$ cat src/rtl/core/wmds_pkg.sv
// Package for the window minimum-distance scan scorer.
// Register indexes, reset values, widths, config struct and helpers; no dependencies.
package wmds_pkg;

  localparam int unsigned MAX_RADIUS_DEF = 15;
  localparam int unsigned VAL_W   = 16;
  localparam int unsigned RAD_W   = 4;
  localparam int unsigned COEF_W  = 24;
  localparam int unsigned DIST_W  = 10;
  localparam int unsigned SUM_W   = 21;
  localparam int unsigned SCORE_W = 30;
  localparam int unsigned PROD_W  = SUM_W + COEF_W;
  localparam int unsigned CFG_W   = 24;
  localparam int unsigned IDX_W   = 2;

  localparam logic [SUM_W-1:0] SUM_MAX = '1;

  typedef enum logic [IDX_W-1:0] {
    REG_THRESHOLD = 2'd0,
    REG_UNKNOWN   = 2'd1,
    REG_RADIUS    = 2'd2,
    REG_COEF      = 2'd3
  } reg_idx_t;

  localparam logic [VAL_W-1:0]  THRESHOLD_RST = 16'd32768;
  localparam logic [VAL_W-1:0]  UNKNOWN_RST   = 16'd0;
  localparam logic [RAD_W-1:0]  RADIUS_RST    = 4'd1;
  localparam logic [COEF_W-1:0] COEF_RST      = 24'd65536;

  typedef struct packed {
    logic [VAL_W-1:0]  threshold;
    logic [VAL_W-1:0]  unknown;
    logic [RAD_W-1:0]  radius;
    logic [COEF_W-1:0] coef;
    logic              restart;
    logic [RAD_W-1:0]  restart_radius;
  } cfg_t;

  typedef struct packed {
    logic              valid;
    logic [DIST_W-1:0] pmin;
    logic [SUM_W-1:0]  sum;
    logic              last;
  } point_res_t;

  // 2(k+1)^2 for an effective radius k
  function automatic logic [DIST_W-1:0] init_min(input logic [RAD_W-1:0] k);
    logic [DIST_W-1:0] k1;
    logic [DIST_W-1:0] sq;
    k1 = DIST_W'(k) + DIST_W'(1);
    sq = k1 * k1;
    return {sq[DIST_W-2:0], 1'b0};
  endfunction

endpackage

$ cat src/rtl/core/wmds_cfg.sv
// Configuration registers of the scan scorer.
// Depends on wmds_pkg.
module wmds_cfg (
  input  logic                        clk,
  input  logic                        rst_n,
  input  logic                        cfg_we,
  input  logic [wmds_pkg::IDX_W-1:0]  cfg_index,
  input  logic [wmds_pkg::CFG_W-1:0]  cfg_data,
  output wmds_pkg::cfg_t              cfg
);

  logic [wmds_pkg::VAL_W-1:0]  threshold_r;
  logic [wmds_pkg::VAL_W-1:0]  unknown_r;
  logic [wmds_pkg::RAD_W-1:0]  radius_r;
  logic [wmds_pkg::COEF_W-1:0] coef_r;
  wmds_pkg::reg_idx_t          idx;

  assign idx = wmds_pkg::reg_idx_t'(cfg_index);

  always_ff @(posedge clk) begin
    if (!rst_n) begin
      threshold_r <= wmds_pkg::THRESHOLD_RST;
      unknown_r   <= wmds_pkg::UNKNOWN_RST;
      radius_r    <= wmds_pkg::RADIUS_RST;
      coef_r      <= wmds_pkg::COEF_RST;
    end else if (cfg_we) begin
      unique case (idx)
        wmds_pkg::REG_THRESHOLD: threshold_r <= cfg_data[wmds_pkg::VAL_W-1:0];
        wmds_pkg::REG_UNKNOWN:   unknown_r   <= cfg_data[wmds_pkg::VAL_W-1:0];
        wmds_pkg::REG_RADIUS:    radius_r    <= cfg_data[wmds_pkg::RAD_W-1:0];
        wmds_pkg::REG_COEF:      coef_r      <= cfg_data[wmds_pkg::COEF_W-1:0];
        default: ;
      endcase
    end
  end

  always_comb begin
    cfg.threshold      = threshold_r;
    cfg.unknown        = unknown_r;
    cfg.radius         = radius_r;
    cfg.coef           = coef_r;
    cfg.restart        = cfg_we && (idx == wmds_pkg::REG_RADIUS);
    cfg.restart_radius = cfg_data[wmds_pkg::RAD_W-1:0];
  end

endmodule

$ cat src/rtl/core/wmds_track.sv
// Window walk, running minimum and saturating distance sum, with result register.
// Depends on wmds_pkg.
module wmds_track #(
  parameter int unsigned MAX_RADIUS = wmds_pkg::MAX_RADIUS_DEF
) (
  input  logic                        clk,
  input  logic                        rst_n,
  input  logic                        adv,
  input  logic                        cell_valid,
  input  logic [wmds_pkg::VAL_W-1:0]  hit,
  input  logic [wmds_pkg::VAL_W-1:0]  missed,
  input  logic                        last_scan,
  input  wmds_pkg::cfg_t              cfg,
  output wmds_pkg::point_res_t        res
);

  localparam int unsigned OFS_W = $clog2(2 * MAX_RADIUS + 1);

  logic [OFS_W-1:0]             col_r, col_nxt;
  logic [OFS_W-1:0]             row_r, row_nxt;
  logic [wmds_pkg::DIST_W-1:0]  min_r, min_nxt;
  logic [wmds_pkg::SUM_W-1:0]   sum_r, sum_nxt;
  wmds_pkg::point_res_t         res_r, res_nxt;

  logic [wmds_pkg::RAD_W-1:0]   k, k_new;
  logic [OFS_W-1:0]             k_o, span;
  logic [wmds_pkg::DIST_W-1:0]  cell_dist, min_upd;
  logic [wmds_pkg::SUM_W:0]     sum_full;
  logic [wmds_pkg::SUM_W-1:0]   sum_sat;
  logic                         usable, row_end, point_end;

  function automatic logic [wmds_pkg::RAD_W-1:0] clamp(input logic [wmds_pkg::RAD_W-1:0] r);
    if (32'(r) > 32'(MAX_RADIUS)) return wmds_pkg::RAD_W'(MAX_RADIUS);
    else return r;
  endfunction

  function automatic logic [wmds_pkg::DIST_W-1:0] sq_ofs(input logic [OFS_W-1:0] pos,
                                                          input logic [OFS_W-1:0] kk);
    logic [OFS_W-1:0]   d;
    logic [2*OFS_W-1:0] p;
    d = (pos >= kk) ? pos - kk : kk - pos;
    p = (2*OFS_W)'(d) * (2*OFS_W)'(d);
    return wmds_pkg::DIST_W'(p);
  endfunction

  always_comb begin
    k         = clamp(cfg.radius);
    k_new     = clamp(cfg.restart_radius);
    k_o       = OFS_W'(k);
    span      = OFS_W'({1'b0, k, 1'b0});
    usable    = (hit != cfg.unknown) && (missed != cfg.unknown) &&
                (hit >= cfg.threshold) && (missed <= cfg.threshold);
    cell_dist = sq_ofs(col_r, k_o) + sq_ofs(row_r, k_o);
    min_upd   = (usable && (cell_dist < min_r)) ? cell_dist : min_r;
    row_end   = col_r >= span;
    point_end = row_end && (row_r >= span);
    sum_full  = {1'b0, sum_r} + (wmds_pkg::SUM_W+1)'(min_upd);
    sum_sat   = sum_full[wmds_pkg::SUM_W] ? wmds_pkg::SUM_MAX : sum_full[wmds_pkg::SUM_W-1:0];
  end

  always_comb begin
    col_nxt = col_r;
    row_nxt = row_r;
    min_nxt = min_r;
    sum_nxt = sum_r;
    res_nxt = res_r;
    if (adv) begin
      res_nxt.valid = 1'b0;
    end
    if (cfg.restart) begin
      col_nxt = '0;
      row_nxt = '0;
      min_nxt = wmds_pkg::init_min(k_new);
    end else if (adv && cell_valid) begin
      if (!row_end) begin
        col_nxt = col_r + OFS_W'(1);
        min_nxt = min_upd;
      end else if (!point_end) begin
        col_nxt = '0;
        row_nxt = row_r + OFS_W'(1);
        min_nxt = min_upd;
      end else begin
        col_nxt       = '0;
        row_nxt       = '0;
        min_nxt       = wmds_pkg::init_min(k);
        sum_nxt       = last_scan ? '0 : sum_sat;
        res_nxt.valid = 1'b1;
        res_nxt.pmin  = min_upd;
        res_nxt.sum   = sum_sat;
        res_nxt.last  = last_scan;
      end
    end
  end

  always_ff @(posedge clk) begin
    if (!rst_n) begin
      col_r <= '0;
      row_r <= '0;
      min_r <= wmds_pkg::init_min(clamp(wmds_pkg::RADIUS_RST));
      sum_r <= '0;
      res_r <= '0;
    end else begin
      col_r <= col_nxt;
      row_r <= row_nxt;
      min_r <= min_nxt;
      sum_r <= sum_nxt;
      res_r <= res_nxt;
    end
  end

  assign res = res_r;

endmodule

$ cat src/rtl/core/wmds_score.sv
// Score stages: sum x coef, shift and negate if last point else zero, output reg.
// Depends on wmds_pkg.
module wmds_score (
  input  logic                          clk,
  input  logic                          rst_n,
  input  logic                          adv,
  input  wmds_pkg::point_res_t          res,
  input  logic [wmds_pkg::COEF_W-1:0]   coef,
  output logic                          out_valid,
  output logic [wmds_pkg::DIST_W-1:0]   out_point_min_distance,
  output logic [wmds_pkg::SUM_W-1:0]    out_distance_sum,
  output logic signed [wmds_pkg::SCORE_W-1:0] out_scan_score,
  output logic                          out_scan_done
);

  wmds_pkg::point_res_t          mul_r;
  logic [wmds_pkg::PROD_W-1:0]   prod_r;
  logic                          o_valid_r;
  logic [wmds_pkg::DIST_W-1:0]   o_pmin_r;
  logic [wmds_pkg::SUM_W-1:0]    o_sum_r;
  logic [wmds_pkg::SCORE_W-1:0]  o_score_r, score_nxt;
  logic                          o_done_r;

  always_comb begin
    score_nxt = '0;
    if (mul_r.last) begin
      score_nxt = wmds_pkg::SCORE_W'(0) -
                  wmds_pkg::SCORE_W'(prod_r[wmds_pkg::PROD_W-1:16]);
    end
  end

  always_ff @(posedge clk) begin
    if (!rst_n) begin
      mul_r     <= '0;
      o_valid_r <= 1'b0;
    end else if (adv) begin
      mul_r     <= res;
      o_valid_r <= mul_r.valid;
    end
  end

  always_ff @(posedge clk) begin
    if (adv) begin
      prod_r     <= wmds_pkg::PROD_W'(res.sum) * wmds_pkg::PROD_W'(coef);
      o_pmin_r   <= mul_r.pmin;
      o_sum_r    <= mul_r.sum;
      o_score_r  <= score_nxt;
      o_done_r   <= mul_r.last;
    end
  end

  assign out_valid              = o_valid_r;
  assign out_point_min_distance = o_pmin_r;
  assign out_distance_sum       = o_sum_r;
  assign out_scan_score         = o_score_r;
  assign out_scan_done          = o_done_r;

endmodule

$ cat src/rtl/core/window_min_distance_scan_score.sv
// Top level of the window minimum-distance scan scorer.
// Depends on wmds_pkg, wmds_cfg, wmds_track, wmds_score.
//
//  channel  direction  handshake            payload
//  in_      input      in_valid/in_ready    hit_value, missed_value, last_of_scan
//  out_     output     out_valid/out_ready  point_min_distance, distance_sum,
//                                           scan_score, scan_done
//  cfg_     input      cfg_we               cfg_index, cfg_data
//
// One cell pair per cycle sustained while the output register is empty or taken.
// The pipeline is input register, min/sum update, multiplier, score/output register.
// All stages advance together whenever the output register is empty or taken.
// Reset (rst_n, synchronous) clears valids, offsets and sum and loads register defaults.
module window_min_distance_scan_score #(
  parameter int unsigned MAX_RADIUS = wmds_pkg::MAX_RADIUS_DEF
) (
  input  logic                          clk,
  input  logic                          rst_n,
  input  logic                          in_valid,
  output logic                          in_ready,
  input  logic [wmds_pkg::VAL_W-1:0]    in_hit_value,
  input  logic [wmds_pkg::VAL_W-1:0]    in_missed_value,
  input  logic                          in_last_of_scan,
  output logic                          out_valid,
  input  logic                          out_ready,
  output logic [wmds_pkg::DIST_W-1:0]   out_point_min_distance,
  output logic [wmds_pkg::SUM_W-1:0]    out_distance_sum,
  output logic signed [wmds_pkg::SCORE_W-1:0] out_scan_score,
  output logic                          out_scan_done,
  input  logic                          cfg_we,
  input  logic [wmds_pkg::IDX_W-1:0]    cfg_index,
  input  logic [wmds_pkg::CFG_W-1:0]    cfg_data
);

  wmds_pkg::cfg_t              cfg;
  wmds_pkg::point_res_t        res;
  logic                        adv;
  logic                        s1_valid_r;
  logic [wmds_pkg::VAL_W-1:0]  s1_hit_r;
  logic [wmds_pkg::VAL_W-1:0]  s1_missed_r;
  logic                        s1_last_r;

  assign adv      = !out_valid || out_ready;
  assign in_ready = adv;

  always_ff @(posedge clk) begin
    if (!rst_n) begin
      s1_valid_r <= 1'b0;
    end else if (adv) begin
      s1_valid_r <= in_valid;
    end
  end

  always_ff @(posedge clk) begin
    if (adv) begin
      s1_hit_r    <= in_hit_value;
      s1_missed_r <= in_missed_value;
      s1_last_r   <= in_last_of_scan;
    end
  end

  wmds_cfg u_cfg (
    .clk       (clk),
    .rst_n     (rst_n),
    .cfg_we    (cfg_we),
    .cfg_index (cfg_index),
    .cfg_data  (cfg_data),
    .cfg       (cfg)
  );

  wmds_track #(
    .MAX_RADIUS (MAX_RADIUS)
  ) u_track (
    .clk        (clk),
    .rst_n      (rst_n),
    .adv        (adv),
    .cell_valid (s1_valid_r),
    .hit        (s1_hit_r),
    .missed     (s1_missed_r),
    .last_scan  (s1_last_r),
    .cfg        (cfg),
    .res        (res)
  );

  wmds_score u_score (
    .clk                    (clk),
    .rst_n                  (rst_n),
    .adv                    (adv),
    .res                    (res),
    .coef                   (cfg.coef),
    .out_valid              (out_valid),
    .out_point_min_distance (out_point_min_distance),
    .out_distance_sum       (out_distance_sum),
    .out_scan_score         (out_scan_score),
    .out_scan_done          (out_scan_done)
  );

endmodule
$ cat config.mk
export PLATFORM = sky130hd
export DESIGN_NAME = window_min_distance_scan_score
export DESIGN_NICKNAME = d
export VERILOG_FILES = /design/src/rtl/core/wmds_pkg.sv /design/src/rtl/core/wmds_cfg.sv /design/src/rtl/core/wmds_track.sv /design/src/rtl/core/wmds_score.sv /design/src/rtl/core/window_min_distance_scan_score.sv
export SDC_FILE = /design/constraint.sdc
export NUM_CORES = 2
export LEC_CHECK = 0
export BUFFER_PORTS_ARGS = -buffer_cell sky130_fd_sc_hd__buf_2
export CAP_MARGIN = 20
export CORE_MARGIN = 4
export CORE_UTILIZATION = 55
export DETAILED_ROUTE_END_ITERATION = 16
export GPL_TIMING_DRIVEN = 0
export PLACE_DENSITY_LB_ADDON = 0.08
export SLEW_MARGIN = 10
export SYNTH_ARGS = -nofsm -noshare
export SYNTH_HDL_FRONTEND = slang
export SYNTH_HIERARCHICAL = 1
export SYNTH_SLANG_ARGS = --single-unit
$ cat constraint.sdc
create_clock -name clk -period 29.2 [get_ports clk]
set_input_delay 2.92 -clock clk [delete_from_list [all_inputs] [get_ports clk]]
set_output_delay 2.92 -clock clk [all_outputs]
set_load 0.05 [all_outputs]
# [Word level (Yosys, flattened, before mapping)]
# Index checks and enable logic that the tools add are counted.
[totals] inputBits=64 wordCells=91 regBits=309
[op_classes] n_lt_le_gt_ge=7 eq_ne=5 bitwise_logic=2 reduce_logical=18 muxes=16 addsub=11 multipliers=5
[ops] op="2-to-1 mux 33 bit" n=4
[ops] op="2-to-1 mux 10 bit" n=5
[ops] op="multiplier 21 x 24 -> 45 bit" n=1
[ops] op="2-to-1 mux 21 bit" n=2
[ops] op="!= test 16 bit" n=2
[ops] op="subtractor 1 x 29 -> 30 bit, first input constant" n=1
[ops] op="adder 21 x 10 -> 22 bit" n=1
[ops] op="multiplier 10 x 10 -> 9 bit" n=2
[ops] op="multiplier 5 x 5 -> 10 bit" n=2
[ops] op="2-to-1 mux 5 bit" n=4
[ops] op=">= comparator 16 bit" n=1
[ops] op="<= comparator 16 bit" n=1
[ops] op="adder 10 bit" n=1
[ops] op="adder 4 x 1 -> 5 bit, second input constant" n=2
[ops] op="adder 5 x 1 -> 5 bit, second input constant" n=2
[ops] op=">= comparator 5 x 4 -> 1 bit" n=2
[ops] op=">= comparator 5 bit" n=2
[ops] op="less-than comparator 10 bit" n=1
[ops] op="AND reduction 2 bit" n=5
[ops] op="subtractor 4 x 5 -> 5 bit" n=2
[ops] op="subtractor 5 x 4 -> 5 bit" n=2
[ops] op="logical AND 1 bit" n=7
[ops] op="equality test 2 bit, second input constant" n=2
[ops] op="AND reduction 4 bit" n=1
[ops] op="other kinds (8)" n=9

# [Longest topological paths before layout]
[logic_depth] depth_word=13 mapped_depth=43

# [Hierarchy]
# Netlist, hierarchy kept.
[by_module_without_submodules] mod="wmds_score" instances=1 cells_each=2141 area_per_inst_um2=20906.3
[by_module_without_submodules] mod="wmds_track" instances=1 cells_each=996 area_per_inst_um2=8039.0
[by_module_without_submodules] mod="wmds_cfg" instances=1 cells_each=233 area_per_inst_um2=2323.5
[by_module_without_submodules] mod="window_min_distance_scan_score" instances=1 cells_each=38 area_per_inst_um2=1042.2

# [Worst setup path after synthesis]
# OpenSTA, ideal clock, no wires.
[synth_timing] path_kind="register -> register" from="register u_cfg/radius_r[2] in the netlist's numbering" to="register u_track.res_r, in the netlist u_track/res[19]" arrival_time_ns=9.708 path_buffers=3 setup_time_ns=0.144 stages_incl_launch_ff=41 path_slack_ns=19.348 t_required_ns=29.056 cell_sequence="dfxtp_1 clkbuf_1 inv_1 ha_1 buf_2 and3b_1 o21ai_0 and2_1 mux2i_1 inv_1 o21ai_0 inv_1 fa_1 inv_1 fa_1 inv_1 fa_1 fa_1 [... 5 more ...] or4_1 nand3_1 ha_1 a21o_1 a2111oi_0 nand3_1 buf_2 o21ai_0 nand2_1 ha_1 fa_1 a211oi_1 o211ai_1 a41oi_1 nor2_1 or3_1 o211ai_1 a41oi_1"
[synth_via] elab_chain_len=9 elab_cells_between_ends=20 cone_classes="add/sub: 6; mul: 2; order compare: 5; mux: 4; reduce/logical: 3"
[synth_rtl] item="start: declaration" line_no="wmds_cfg.sv:14" source="logic [wmds_pkg::RAD_W-1:0] radius_r;"
[synth_rtl] item="start signal: assignment" line_no="wmds_cfg.sv:24" source="radius_r <= wmds_pkg::RADIUS_RST;"
[synth_rtl] item="start signal: assignment" line_no="wmds_cfg.sv:30" source="wmds_pkg::REG_RADIUS: radius_r <= cfg_data[wmds_pkg::RAD_W-1:0];"
[synth_rtl] item="subtractor 4 x 5 -> 5 bit (tied with other cells)" line_no="wmds_track.sv:41" source="d = (pos >= kk) ? pos - kk : kk - pos;"
[synth_rtl] item="2-to-1 mux 5 bit" line_no="wmds_track.sv:41"
[synth_rtl] item="multiplier 5 x 5 -> 10 bit" line_no="wmds_track.sv:42" source="p = (2*OFS_W)'(d) * (2*OFS_W)'(d);"
[synth_rtl] item="adder 10 bit (*)" line_no="wmds_track.sv:53" source="cell_dist = sq_ofs(col_r, k_o) + sq_ofs(row_r, k_o);"
[synth_rtl] item="less-than comparator 10 bit" line_no="wmds_track.sv:54" source="min_upd = (usable && (cell_dist < min_r)) ? cell_dist : min_r;"
[synth_rtl] item="logical AND 1 bit" line_no="wmds_track.sv:54"
[synth_rtl] item="2-to-1 mux 10 bit (*)" line_no="wmds_track.sv:54"
[synth_rtl] item="named net u_track.min_upd (one bit)" line_no="wmds_track.sv:27" source="logic [wmds_pkg::DIST_W-1:0] cell_dist, min_upd;"
[synth_rtl] item="adder 21 x 10 -> 22 bit (*)" line_no="wmds_track.sv:57" source="sum_full = {1'b0, sum_r} + (wmds_pkg::SUM_W+1)'(min_upd);"
[synth_rtl] item="2-to-1 mux 21 bit (*)" line_no="wmds_track.sv:58" source="sum_sat = sum_full[wmds_pkg::SUM_W] ? wmds_pkg::SUM_MAX : sum_full[wmds_pkg::SUM_W-1:0];"
[synth_rtl] item="end signal: assignment" line_no="wmds_track.sv:107" source="res_r <= res_nxt;"
[synth_rtl] item="end: declaration" line_no="wmds_track.sv:23" source="wmds_pkg::point_res_t res_r, res_nxt;"
# The timed path passes the listed nets; every way through them passes the cells marked *.
# A chain may end at the register's enable or synchronous reset.

# [Worst setup path in the final report]
[layout_timing] from="register u_cfg/radius_r[1] in the netlist's numbering" to="register u_track/sum_r[9] in the netlist's numbering"
[layout_via] elab_chain_len=10 elab_cells_between_ends=21 cone_classes="add/sub: 6; mul: 2; order compare: 5; mux: 5; reduce/logical: 3"
[layout_rtl] item="subtractor 4 x 5 -> 5 bit (tied with other cells)" line_no="wmds_track.sv:41"
[layout_rtl] item="2-to-1 mux 5 bit" line_no="wmds_track.sv:41"
[layout_rtl] item="multiplier 5 x 5 -> 10 bit" line_no="wmds_track.sv:42"
[layout_rtl] item="adder 10 bit (*)" line_no="wmds_track.sv:53"
[layout_rtl] item="less-than comparator 10 bit" line_no="wmds_track.sv:54"
[layout_rtl] item="logical AND 1 bit" line_no="wmds_track.sv:54"
[layout_rtl] item="2-to-1 mux 10 bit (*)" line_no="wmds_track.sv:54"
[layout_rtl] item="named net u_track.min_upd (one bit)" line_no="wmds_track.sv:27"
[layout_rtl] item="adder 21 x 10 -> 22 bit (*)" line_no="wmds_track.sv:57"
[layout_rtl] item="2-to-1 mux 21 bit (*)" line_no="wmds_track.sv:58"
[layout_rtl] item="2-to-1 mux 21 bit (*)" line_no="wmds_track.sv:86" source="sum_nxt = last_scan ? '0 : sum_sat;"
[layout_rtl] item="end signal: assignment" line_no="wmds_track.sv:106" source="sum_r <= sum_nxt;"
[layout_rtl] item="end: declaration" line_no="wmds_track.sv:22" source="logic [wmds_pkg::SUM_W-1:0] sum_r, sum_nxt;"
# Marked as above.

==> impl_metrics.yaml <==
clocking:
  clockRootBuffer: "clkbuf_16"
  worstSkewPairLatency_ps: 570
  cts_tree: "yes"
  cts_sinks: 293
  numCtsBuffers: 35
  cts_resized: 0
  clkTransAtPathRegs_ps: 60
  ctsHtreeMaxLevel: 2
  clock_tree.buffer_depth: 3
  holdBufCountCts: 0
  post_cts_buffers: 0
route:
  drc_errors: 0
  drt-total-wl_um: 91050
  ant_nets: 0
  viasPerCell: 5.627
  first_pass_iters: 7
  vias: 24557
  wl_per_cell_um: 20.86
  drt_iter0_markers: 1349
critical_path:
  critPathTopFamily: "adder cells"
  slowest_delay_ps: 680
  cp_max_fo: 10
  crit_type: "flop to flop"
  critPathBufInv: 5
  critPathSlowestCell: "dfxtp_1"
  cp-end-kind: "flop"
  cp.arrival_ps: 12490
  cp.required_ps: 29640
  worstSetupStartpointType: "flop"
layout:
  design_area_sq_um: 35200
  area_delta_synth_final_pct: 8.930
  fill_cells: 5093
  layout.nets: 4361
  seq_area_sq_um: 7107
  antenna_cells: 0
  multi_input_area_sq_um: 22360
  layout-drive-gt1-share_pct: 6.946
floorplan:
  ios: 128
  fp.coreArea_sq_um: 57920
  rows: 88
  initial_utilization_pct: 55.79
  die_h_um: 250.4
  die_w_um: 250.4
  die_area_sq_um: 62690
power:
  power.leakage_nw: 17.55
  ir_worst_vdd_mv: 0.05504
  powerDensity_nw_per_um2: 39.92
grt:
  antenna_found_initial: 0
  grt_pass1_wl_um: 143600
  groute.usage.overall_pct: 29.03
  grt_pass1_vias: 25903
  grt_max_degree: 61
  overflow: 0
timing:
  min_period_over_period_pct: 41.27
  max_freq_ghz: 0.08298
  drv_slew: 0
  post-route-min-period_ps: 12050
  timing.final.hold_violations: 0
  finClkSkew_ps: 11.16
  tns_ps: 0
  tightest_slew_ps: 963.0
  setup_viol: 0
  rsz0062_at_grt: "false"
  whs_ps: 437.0
  slew_headroom_pct: 35.21
synth:
  synth_ff_type: "dfxtp_1"
  ys_warn_count: 6
  synth_largest_area_cell: "fa_1"
  netlist_top_cells_count: "inv_1, fa_1, nand2_1"
  synthTopCellsByArea: "fa_1, edfxtp_1, ha_1, dfxtp_1, inv_1"
  yosysMostFrequentCell: "inv_1"
  syn_area_sq_um: 32310
  synthCells: 3408
  synth-seq-cells: 293
  synth_edf_count: 124
  async_flop_share_pct: 0
  yosysUniqueCellTypes: 95
  synth_top_area_share_pct: 27.45
  synth_area_per_cell_sq_um: 9.481
  ys_seq_area_share_pct: 22.00
placed_design:
  place_area_sq_um: 33960
  place_congestion: 0.9699
  dp_hpwl_um: 74910
  port_buffers: 125
job:
  maxCapViolCount: 0
hold_path:
  hold_class: "flop to flop"
run_status:
  status: "completed"
==> per-layer routing <==
metal	share of wire [%]	global-route usage [%]	up-vias
met5	0	0	-
met3	6.3	4.423	189
met2	48	49.89	885
li1	-	-	11233
met4	3.9	9.986	0
met1	42	37.72	12250
==> stage by stage <==
step                      total power (W)  setup slack (ps)  util (%)  std cells
after CTS                        0.001415             17150     60.77       4364
after global placement          0.0009317             17270     58.53       4299
after floorplan                 0.0008089             19350         -       3409
after global routing             0.001498             16220     60.77       4364
after detailed placement        0.0009431             17240     58.63       4302
final                            0.001405             17150     60.77       4364
==> power breakdown <==
group / internal, W / switching (W) / total [W] / leakage [nW]
Sequential: 0.000435 / 0.0000131 / 0.000448 / 2.84
Clock: 0.000281 / 0.000184 / 0.000465 / 0.613
Combinational: 0.000189 / 0.000303 / 0.000492 / 14.1
Total: 0.000905 / 0.000500 / 0.00141 / 17.6
==> final cells by class <==
type	instances	area share, %
buffer	169	2.069
inverter	566	6.036
clock inverter	14	0.5368
sequential	293	20.19
multi-input combinational	2381	63.52
clock buffer	48	2.983
timing repair buffer	128	1.948
tap	765	2.720
==> cells in the final DEF, fill, tap and decap left out, types with 26 or more instances in the layout <==
master	n
nand3_1	43
nand4_1	41
a21o_1	32
ha_1	280
xnor2_1	101
clkbuf_1	137
a31oi_1	26
edfxtp_1	124
a21oi_1	94
o21ai_0	95
and2_1	294
xor2_1	26
nor3_1	26
buf_2	143
inv_1	564
fa_1	443
dfxtp_1	169
clkbuf_16	39
nor2b_1	53
mux2i_1	98
nand2_1	406
nor2_1	84
==> worst paths after layout <==
| check | from | depth (start not counted) | slack [ps] | endpoint |
|---|---|---|---|---|
| max | u_cfg/radius_r[1]$_SDFFE_PN0P_ | 35 | 17150 | u_track/sum_r[9]$_SDFFE_PN0P_ |
| min | u_score/mul_r[2]$_SDFFE_PN0P_ | 0 | 440 | u_score/out_distance_sum[1]$_DFFE_PP_ |
| max reg2reg | u_cfg/radius_r[1]$_SDFFE_PN0P_ | 35 | 17150 | u_track/sum_r[9]$_SDFFE_PN0P_ |
| min reg2reg | u_score/mul_r[2]$_SDFFE_PN0P_ | 0 | 440 | u_score/out_distance_sum[1]$_DFFE_PP_ |
==> logic make-up (layout without fill, tap and decap cells) <==
group           Yosys count  after routing  synth area share (%)
compound gates          380            380                 7.532
xor+xnor                128            128                 3.512
fa+ha+maj               723            723                 38.29
buf+inv                 735            925                 8.829
flops                   293            293                 22.00
mux                      99             99                 3.071
other cells               1              2               0.01161
simple gates           1049           1049                 16.76
==> flip-flops by register name (all words and copies together), names as in the netlist <==
name                            count
u_track/row_r                       5
u_score/out_point_min_distance     10
u_track/res                        33
u_score/out_valid                   1
s1_hit_r                           16
s1_valid_r                          1
u_cfg/unknown_r                    16
u_score/out_scan_done               1
u_cfg/coef_r                       24
u_cfg/radius_r                      4
u_score/mul_r                      33
u_track/min_r                      10
u_score/prod_r                     29
u_cfg/threshold_r                  16
s1_last_r                           1
u_score/out_scan_score             30
u_score/out_distance_sum           21
s1_missed_r                        16
u_track/sum_r                      21
u_track/col_r                       5
No activity file was read; power rests on OpenSTA's default activity.
